### src/rtl/core/bcdc_pkg.sv
// Package for the button click / double-click detector.
// Holds the event codes, register indexes, reset values, queue depth and the queued event type.
// No dependencies.
package bcdc_pkg;

	// Default width of the elapsed-tick counter.
	localparam int TIMER_WIDTH_DEF = 16;

	// Configuration register reset values.
	localparam logic [15:0] DEBOUNCE_TICKS_RST = 16'd20;
	localparam logic [15:0] WINDOW_TICKS_RST   = 16'd500;

	// Register indexes (selected by the word address).
	localparam logic REG_DEBOUNCE = 1'b0;
	localparam logic REG_WINDOW   = 1'b1;

	// Event codes.
	localparam logic [1:0] EV_PRESS_DOWN   = 2'd0;
	localparam logic [1:0] EV_CLICK        = 2'd1;
	localparam logic [1:0] EV_DOUBLE_CLICK = 2'd2;
	localparam logic [1:0] EV_RELEASE      = 2'd3;

	// Depth of the event queue in front of the output port.
	localparam int EVQ_DEPTH = 4;
	localparam int EVQ_PTR_W = $clog2(EVQ_DEPTH);
	localparam int EVQ_CNT_W = $clog2(EVQ_DEPTH + 1);

	typedef struct packed {
		logic [1:0] code;
		logic       last;
	} bcdc_event_t;

endpackage

### src/rtl/core/button_click_double_click_detector.sv
// Button click / double-click detector, top level.
// Depends on bcdc_pkg for event codes, reset values and the event type.
//
// Usage: every request on the s_ channel is one timer tick; s_tdata[0] is the
// sampled button level (1 pressed). The block turns the level stream into
// events on the m_ channel: press-down once a press has held for the debounce
// time, release on every confirmed release, double-click after the release
// that ends a second press, and click when the double-click window expires or
// when a second press bounces away. A tick causes zero, one or two events;
// m_tlast marks the final event of a tick.
// Throughput: one tick per cycle while s_tready is high. The tick is
// evaluated by the phase machine in the cycle it is accepted, and its events
// are written into a four-entry event queue whose head drives m_. The output
// drains one event per cycle while m_tready is high; s_tready stays high
// while the queue has room for two events, which is always the case while
// the receiver keeps up. When the receiver stalls, the queue fills and
// s_tready drops until it drains again. Reset clears the phase machine, the
// counter, the queue and loads the register defaults (20 and 500 ticks). The
// APB port is always ready; registers sit at byte addresses 0 and 4.
module button_click_double_click_detector
	import bcdc_pkg::*;
#(
	parameter int TIMER_WIDTH = TIMER_WIDTH_DEF
) (
	input  logic        clk,
	input  logic        arst_n,
	// Tick input
	input  logic        s_tvalid,
	output logic        s_tready,
	input  logic [7:0]  s_tdata,   // [0] button_down, [7:1] zero
	// Event output
	output logic        m_tvalid,
	input  logic        m_tready,
	output logic [7:0]  m_tdata,   // [1:0] event_code, [7:2] zero
	output logic        m_tlast,   // last_event
	// Configuration port
	input  logic        psel,
	input  logic        penable,
	input  logic        pwrite,
	input  logic [2:0]  paddr,
	input  logic [31:0] pwdata,
	output logic [31:0] prdata,
	output logic        pready
);

	// Phase machine codes.
	localparam logic [1:0] PH_IDLE     = 2'd0;
	localparam logic [1:0] PH_DEBOUNCE = 2'd1;
	localparam logic [1:0] PH_PRESSED  = 2'd2;
	localparam logic [1:0] PH_WAIT     = 2'd3;

	// The compare runs at the wider of the counter and the 16-bit thresholds,
	// so a threshold above the saturated counter value never fires.
	localparam int CMP_W = (TIMER_WIDTH > 16) ? TIMER_WIDTH : 16;
	localparam logic [TIMER_WIDTH-1:0] TIMER_MAX = {TIMER_WIDTH{1'b1}};

	// Configuration registers.
	logic [15:0] debounce_ticks_q;
	logic [15:0] window_ticks_q;

	// Phase machine state.
	logic [1:0]             phase_q;
	logic [TIMER_WIDTH-1:0] elapsed_q;
	logic                   pending_q;

	// Event queue.
	bcdc_event_t              evq_q [EVQ_DEPTH];
	logic [EVQ_PTR_W-1:0]     wr_ptr_q;
	logic [EVQ_PTR_W-1:0]     rd_ptr_q;
	logic [EVQ_CNT_W-1:0]     count_q;

	// Next-state and event logic.
	logic                   accept;
	logic                   pop;
	logic                   down;
	logic [TIMER_WIDTH-1:0] elapsed_inc;
	logic                   debounce_hit;
	logic                   window_hit;
	logic [1:0]             phase_d;
	logic [TIMER_WIDTH-1:0] elapsed_d;
	logic                   pending_d;
	logic [1:0]             push_n;
	bcdc_event_t            ev0;
	bcdc_event_t            ev1;
	logic                   cfg_write;

	assign accept = s_tvalid && s_tready;
	assign pop    = m_tvalid && m_tready;
	assign down   = s_tdata[0];

	// Saturating increment, applied before the compare in the timed phases.
	assign elapsed_inc  = (elapsed_q == TIMER_MAX) ? elapsed_q : elapsed_q + 1'b1;
	assign debounce_hit = CMP_W'(elapsed_inc) >= CMP_W'(debounce_ticks_q);
	assign window_hit   = CMP_W'(elapsed_inc) >= CMP_W'(window_ticks_q);

	always_comb begin
		phase_d   = phase_q;
		elapsed_d = elapsed_q;
		pending_d = pending_q;
		push_n    = 2'd0;
		ev0.code  = EV_PRESS_DOWN;
		ev0.last  = 1'b1;
		ev1.code  = EV_DOUBLE_CLICK;
		ev1.last  = 1'b1;
		unique case (phase_q)
			PH_IDLE: begin
				if (down) begin
					phase_d   = PH_DEBOUNCE;
					elapsed_d = '0;
					pending_d = 1'b0;
				end
			end
			PH_DEBOUNCE: begin
				elapsed_d = elapsed_inc;
				// A released level wins over the debounce compare.
				if (!down) begin
					if (pending_q) begin
						pending_d = 1'b0;
						ev0.code  = EV_CLICK;
						push_n    = 2'd1;
					end
					phase_d = PH_IDLE;
				end else if (debounce_hit) begin
					phase_d  = PH_PRESSED;
					ev0.code = EV_PRESS_DOWN;
					push_n   = 2'd1;
				end
			end
			PH_PRESSED: begin
				if (!down) begin
					ev0.code = EV_RELEASE;
					if (pending_q) begin
						pending_d = 1'b0;
						ev0.last  = 1'b0;
						push_n    = 2'd2;
						phase_d   = PH_IDLE;
					end else begin
						push_n    = 2'd1;
						phase_d   = PH_WAIT;
						elapsed_d = '0;
					end
				end
			end
			PH_WAIT: begin
				elapsed_d = elapsed_inc;
				if (down) begin
					phase_d   = PH_DEBOUNCE;
					elapsed_d = '0;
					pending_d = 1'b1;
				end else if (window_hit) begin
					phase_d  = PH_IDLE;
					ev0.code = EV_CLICK;
					push_n   = 2'd1;
				end
			end
		endcase
	end

	always_ff @(posedge clk or negedge arst_n) begin
		if (!arst_n) begin
			phase_q   <= PH_IDLE;
			elapsed_q <= '0;
			pending_q <= 1'b0;
		end else if (accept) begin
			phase_q   <= phase_d;
			elapsed_q <= elapsed_d;
			pending_q <= pending_d;
		end
	end

	// Event queue: up to two writes per tick, one read per cycle while m_tready is high.
	always_ff @(posedge clk) begin
		if (accept && (push_n != 2'd0)) begin
			evq_q[wr_ptr_q] <= ev0;
		end
		if (accept && (push_n == 2'd2)) begin
			evq_q[wr_ptr_q + 1'b1] <= ev1;
		end
	end

	always_ff @(posedge clk or negedge arst_n) begin
		if (!arst_n) begin
			wr_ptr_q <= '0;
			rd_ptr_q <= '0;
			count_q  <= '0;
		end else begin
			if (accept) begin
				wr_ptr_q <= wr_ptr_q + EVQ_PTR_W'(push_n);
			end
			if (pop) begin
				rd_ptr_q <= rd_ptr_q + 1'b1;
			end
			count_q <= count_q + (accept ? EVQ_CNT_W'(push_n) : '0)
				- EVQ_CNT_W'(pop);
		end
	end

	// Room for the two events a tick can cause.
	assign s_tready = count_q <= EVQ_CNT_W'(EVQ_DEPTH - 2);
	assign m_tvalid = count_q != '0;
	assign m_tdata  = {6'd0, evq_q[rd_ptr_q].code};
	assign m_tlast  = evq_q[rd_ptr_q].last;

	// Configuration port. Address bit 2 selects the register.
	assign pready    = 1'b1;
	assign cfg_write = psel && penable && pwrite && pready;

	always_ff @(posedge clk or negedge arst_n) begin
		if (!arst_n) begin
			debounce_ticks_q <= DEBOUNCE_TICKS_RST;
			window_ticks_q   <= WINDOW_TICKS_RST;
		end else if (cfg_write) begin
			unique case (paddr[2])
				REG_DEBOUNCE: debounce_ticks_q <= pwdata[15:0];
				REG_WINDOW:   window_ticks_q   <= pwdata[15:0];
			endcase
		end
	end

	always_comb begin
		unique case (paddr[2])
			REG_DEBOUNCE: prdata = {16'd0, debounce_ticks_q};
			REG_WINDOW:   prdata = {16'd0, window_ticks_q};
		endcase
	end

	// The queue never holds more events than it has entries.
	a_evq_bound: assert property (@(posedge clk) disable iff (!arst_n)
		count_q <= EVQ_CNT_W'(EVQ_DEPTH))
		else $error("event queue overflow");

	// A second press is only tracked while debouncing or pressed.
	a_pending_phase: assert property (@(posedge clk) disable iff (!arst_n)
		pending_q |-> (phase_q == PH_DEBOUNCE || phase_q == PH_PRESSED))
		else $error("second press pending outside debounce or pressed phase");

	// Two events only come from a release that ends a second press.
	a_double_src: assert property (@(posedge clk) disable iff (!arst_n)
		(accept && push_n == 2'd2) |-> (phase_q == PH_PRESSED && pending_q && !down))
		else $error("two events from an unexpected phase");

	// After a tick with two events, at least two events are queued.
	a_double_queued: assert property (@(posedge clk) disable iff (!arst_n)
		(accept && push_n == 2'd2) |=> (count_q >= EVQ_CNT_W'(2)))
		else $error("double event not queued");

endmodule

### config.mk
export PLATFORM = sky130hd
export DESIGN_NAME = button_click_double_click_detector
export DESIGN_NICKNAME = d
export VERILOG_FILES = /design/src/rtl/core/bcdc_pkg.sv /design/src/rtl/core/button_click_double_click_detector.sv
export SDC_FILE = /design/constraint.sdc
export NUM_CORES = 1
export LEC_CHECK = 0
export BUFFER_PORTS_ARGS = -buffer_cell sky130_fd_sc_hd__buf_2
export CORE_MARGIN = 3
export CORE_UTILIZATION = 55
export CTS_BUF_LIST = sky130_fd_sc_hd__clkbuf_16
export DETAILED_ROUTE_END_ITERATION = 8
export PLACE_DENSITY_LB_ADDON = 0.08
export SETUP_SLACK_MARGIN = 0.02
export SYNTH_ARGS = -nofsm -noshare
export SYNTH_HDL_FRONTEND = slang
export SYNTH_SLANG_ARGS = --single-unit
### constraint.sdc
create_clock -name clk -period 6.18 [get_ports clk]
set_input_delay 0.309 -clock clk [delete_from_list [all_inputs] [get_ports clk]]
set_output_delay 0.309 -clock clk [all_outputs]
set_load 0.01 [all_outputs]
---- After elaboration in Yosys (flattened, before gate mapping) ----
Memories as Yosys holds them, arrays and structs flattened.
Cells that the tools add are included.
cells by class
  multiplexer cells ....................... 37
  add/sub/neg operators ................... 6
  bitwise gates (word level) .............. 1
  $lt $le $gt $ge ......................... 3
  eq/ne operators ......................... 12
  reduce and logical (&&, ||, !) cells .... 15
operator list
  operator               count
  $mux 16                5
  $pmux 16 s4            1
  $pmux 32 s2            1
  $ge 16x16->1           2
  $mux 2                 12
  $add 16x1->16 const B  1
  $eq 16x16->1 const B   1
  $mux 1                 13
  $pmux 2 s3             2
  $ne 2x2->1 const B     5
  $pmux 2 s4             1
  $reduce_and 4->1       2
  $eq 2x2->1 const B     3
  $logic_and 1x1->1      6
  $ne 3x3->1 const B     2
  $reduce_and 5->1       1
  $add 2x1->2 const B    2
  $reduce_and 2->1       2
  $add 3x2->3            1
  $le 3x2->1 const B     1
  $mux 3                 1
  $pmux 1 s3             1
  $reduce_bool 3->1      1
  $sub 3x1->3            1
  other kinds (6)        6
word-level totals
  register bits ........................... 58
  memories ................................ 1
  RAM bits ................................ 12
  word-level logic and storage cells ...... 83
  input bits .............................. 50
memories
  name   words  bits a word  read ports  clocked after Yosys merged registers in  write ports  RTL line                                  text
  evq_q  4      3            1           0                                        2            button_click_double_click_detector.sv:67  bcdc_event_t evq_q [EVQ_DEPTH];

---- Longest topological paths before layout ----
  depth after elaboration ................. 10
  depth in mapped cells ................... 19
  gate-level depth less buffers ........... 19

---- Worst setup path after synthesis ----
No wires, ideal clock.
  path type ............................... register -> register
  from .................................... register elapsed_q[0]
  to ...................................... register count_q[2]
  setup time .............................. 123 ps
  period minus slack after synthesis ...... 4,258 ps
  data arrival time ....................... 4,136 ps
  data required time ...................... 6,057 ps
  slack ................................... 1,922 ps
  cell stages (with the launch flop) ...... 20
  cell sequence ........................... dfrtp_1 ha_1 nand3_2 nor4_4 a31oi_1 and3_4 xor2_1 ha_1 and3_1 o211ai_1 o21a_1 o21a_1 o21ai_1 a21o_1 nand2_1 ha_1 inv_1 ha_1 fa_1 xnor2_1
on the way
  word-level cells in the longest chain between the ends .. 9
  elaborated cells between the ends (all ways) .. 13
RTL lines
  item                                                  RTL line                                                                              text
  start, declared                                       button_click_double_click_detector.sv:63                                              logic [TIMER_WIDTH-1:0] elapsed_q;
  start signal, assigned                                button_click_double_click_detector.sv:166                                             elapsed_q <= elapsed_d;
  $add 16x1->16 / $eq 16x16->1 (equally long branches)  button_click_double_click_detector.sv:92                                              assign elapsed_inc = (elapsed_q == TIMER_MAX) ? elapsed_q : elapsed_q + 1'b1;
  $mux 16 *                                             button_click_double_click_detector.sv:92
  $ge 16x16->1 (on tied branches)                       button_click_double_click_detector.sv:94, button_click_double_click_detector.sv:93
  $mux 1 (on tied branches)                             button_click_double_click_detector.sv:150, button_click_double_click_detector.sv:123
  $mux 1 / $mux 2 (equally long branches)               button_click_double_click_detector.sv:146, button_click_double_click_detector.sv:116
  $pmux 2 s3 *                                          button_click_double_click_detector.sv:105                                             unique case (phase_q)
  $mux 2 *                                              button_click_double_click_detector.sv:193                                             count_q <= count_q + (accept ? EVQ_CNT_W'(push_n) : '0)
  $add 3x2->3 *                                         button_click_double_click_detector.sv:193
  $sub 3x1->3 *                                         button_click_double_click_detector.sv:194                                             - EVQ_CNT_W'(pop);
  end signal, assigned                                  button_click_double_click_detector.sv:193
  end, declared                                         button_click_double_click_detector.sv:70                                              logic [EVQ_CNT_W-1:0] count_q;
Every way passes the cells marked *; elsewhere a longest branch is shown, timed or not.
A chain may end at the register's enable or synchronous reset.

---- Worst setup path after layout ----
Ends and elaborated chain as after synthesis.

==> flow_metrics.py <==
metrics = {
    "status": {
        "status": "complete, no violations",
    },
    "route": {
        "routed_wl_um": 9940,
        "drc_errors": 0,
        "antenna_left": 0,
        "detail_route.wl_per_cell_um": 15.6,
        "via_per_inst": 5.61,
        "via_count": 3574,
        "first_pass_iters": 4,
        "drtIter0Drc": 162,
    },
    "synth": {
        "synth_cell_types": 60,
        "synthFlopType": "dfrtp_1",
        "synthArstFlopShare_pct": 82.9,
        "synth_cells": 487,
        "syn-cell-area_sq_um": 4730,
        "yosysWarnings": 0,
        "synth_edf_count": 0,
        "synth_seq_area_share_pct": 36.0,
        "avgSynthCellArea_sq_um": 9.72,
        "ys_seq_elements": 70,
    },
    "global_route": {
        "grtUsageMet3_pct": 3.04,
        "grt_pass1_wl_um": 16900,
        "antenna_found_initial": 0,
        "top_usage_layer": "met2",
        "grtUsageMet1_pct": 28.2,
        "gr-usage-met2_pct": 36.5,
        "gr-usage-all-layers_pct": 21.4,
        "grt_pass1_vias": 3570,
        "overflow": 0,
        "grt_max_degree": 59,
    },
    "die": {
        "coreArea_sq_um": 8300,
        "dieWidth_um": 98.8,
        "row_count": 33,
        "ios": 94,
        "die_area_sq_um": 9760,
        "die_y_um": 98.8,
        "initial_core_util_pct": 57.0,
    },
    "clock_tree": {
        "cts_hold_buf": 0,
        "clk_latency_ns": 0.33,
        "cts_resized": 0,
        "clkTransAtPathRegs_ns": 0.05,
        "htreeDepth": 3,
        "cts_made_buffers": 9,
        "clock-sinks": 70,
        "cts_setup_buffers": 0,
        "ctsLongestPathBuffers": 2,
        "cts_root_buf": "clkbuf_16",
        "cts_tree": "yes",
    },
    "layout": {
        "fillers": 708,
        "multi_input_area_sq_um": 2700,
        "drive_gt1_share_pct": 23.7,
        "antennaDiodeCount": 0,
        "regArea_sq_um": 1700,
        "area_growth_pct": 9.97,
        "fin_nets": 620,
    },
    "timing": {
        "slew-limit-headroom_pct": 32.2,
        "setup_viol": 0,
        "fin_worst_skew_ns": 0.00989,
        "max_freq_ghz": 0.204,
        "tightestPinTransition_ns": 1.01,
        "hold_ws_ns": 0.129,
        "slew_viol_final": 0,
        "fin_crit_sh_pct": 79.5,
        "finalSetupTns_ns": 0,
        "final-hold-violation-count": 0,
        "rsz0062_at_grt": "no",
        "fin_crit_ns": 4.91,
    },
    "setup_path": {
        "cp_max_fo": 9,
        "rr_worst_depth": 19,
        "cp.arrival_ns": 5.12,
        "required_ns": 6.39,
        "setup.worst_path.end_class": "register",
        "worstSetupStartpointType": "register",
        "worstSetupPathType": "register to register",
    },
    "flow_run": {
        "drv_cap": 0,
    },
    "pwr": {
        "fin_total_pwr_mw": 1.79,
        "peakVddDrop_mv": 0.158,
        "power_density_nw_per_um2": 344,
        "p_leak_nw": 2.53,
    },
    "worst_hold_path": {
        "hp-class": "input pin to asynchronous set/reset pin",
    },
    "placement": {
        "hpwlAfterDp_um": 7480,
        "gp_congestion": 0.852,
        "port_buffers": 45,
    },
}
-- Yosys cell counts (4+ instances only) --
master,count,share of area [%]
dfrtp_1,50,26
inv_1,47,3.7
nand2_1,43,3.4
ha_1,42,11
mux2_2,38,9.0
o21ai_0,32,3.4
buf_4,23,3.6
nor2_1,19,1.5
a21oi_1,15,1.6
clkbuf_1,12,0.95
dfxtp_1,12,5.1
nand4_1,12,1.6
a22o_1,11,2.0
xnor2_1,9,1.7
dfstp_2,8,4.4
xor2_1,8,1.5
nand2b_1,7,0.93
nor3_1,6,0.63
a21o_1,5,0.79
and3_1,5,0.66
nor2b_1,5,0.66
o21a_1,5,0.79
a221oi_1,4,0.74
a31oi_1,4,0.53
nand3_1,4,0.42
-- critical path, stage by stage (launching register included) --
cell	delay, ns
dfrtp_1	0.43
ha_1	0.22
nand3_2	0.13
nor4_4	0.52
a31oi_1	0.31
and3_4	0.28
xor2_1	0.18
ha_1	0.32
and3_1	0.18
o211ai_1	0.09
o21a_1	0.20
o21a_1	0.27
o21ai_1	0.40
a21o_1	0.15
nand2_1	0.06
ha_1	0.29
inv_1	0.03
ha_1	0.18
fa_1	0.40
xnor2_1	0.14
-- state kept, by name, summed over array words and instances, names as in the netlist --
register / count
count_q: 3
debounce_ticks_q: 16
elapsed_q: 16
evq_q: 12
pending_q: 1
phase_q: 2
rd_ptr_q: 2
window_ticks_q: 16
wr_ptr_q: 2
-- kinds of logic after synthesis --
kind of cell	synth area share, %
xor gates and xnor gates	3.15
adders and majority gates	11.5
DFF	36.0
other	0.159
and+or+nand+nor	13.4
AOI/OAI and AO/OA	15.4
buffers and inverters	8.70
muxes	11.7
-- layout by cell type, fill, tap and decap left out, types with 9 or more instances in the layout --
cell type / netlist / final
nand4_1: 12 / 12
nand2_1: 43 / 43
clkbuf_16: 0 / 9
conb_1: 2 / 23
buf_2: 2 / 45
dfxtp_1: 12 / 12
dfrtp_1: 50 / 50
a21oi_1: 15 / 15
nor2_1: 19 / 19
inv_1: 47 / 47
xnor2_1: 9 / 9
a22o_1: 11 / 11
ha_1: 42 / 42
mux2_2: 38 / 38
o21ai_0: 32 / 32
-- where the power goes --
group / leakage, nW / total (mW) / internal, mW / switching (mW)
sequential: 0.814 / 0.699 / 0.585 / 0.114
combinational: 1.58 / 0.640 / 0.308 / 0.332
clock: 0.131 / 0.453 / 0.264 / 0.189
total: 2.53 / 1.79 / 1.16 / 0.635
-- metal layers --
layer	routed length [um]	share of wire [%]
met5	0	0
met4	132	1.3
met3	336	3.4
met2	4840	49
met1	4630	47
-- final cells by class --
type | instances | share of cell area, %
multi-input combinational | 352 | 51.9
sequential | 70 | 32.7
timing repair buffer | 47 | 4.62
clock buffer | 9 | 4.33
inverter | 47 | 3.39
tap | 105 | 2.52
clock inverter | 7 | 0.601
-- per-stage QoR --
step | std cells | util, % | instance area (sq um) | setup WS, ns
2_1_floorplan | 508 | - | 4810 | 1.92
3_3_place_gp | 621 | 59.6 | 4950 | 1.36
3_5_place_dp | 621 | 59.6 | 4950 | 1.28
4_1_cts | 637 | 62.7 | 5200 | 1.25
5_1_grt | 637 | 62.7 | 5200 | 0.877
6_report | 637 | 62.7 | 5200 | 1.27
-- worst paths after layout --
check,startpoint,endpoint,slack (ns)
hold / removal,arst_n,elapsed_q[6],0.13
setup / recovery,elapsed_q[0],count_q[2],1.27
hold reg to reg,evq_q[0][0],evq_q[0][0],0.49
min in group clk,pwdata[14],window_ticks_q[14],0.22
setup reg to reg,elapsed_q[0],count_q[2],1.27
max in group asynchronous,arst_n,debounce_ticks_q[5],5.53
Note: power is estimated with default switching activity, not from simulation.
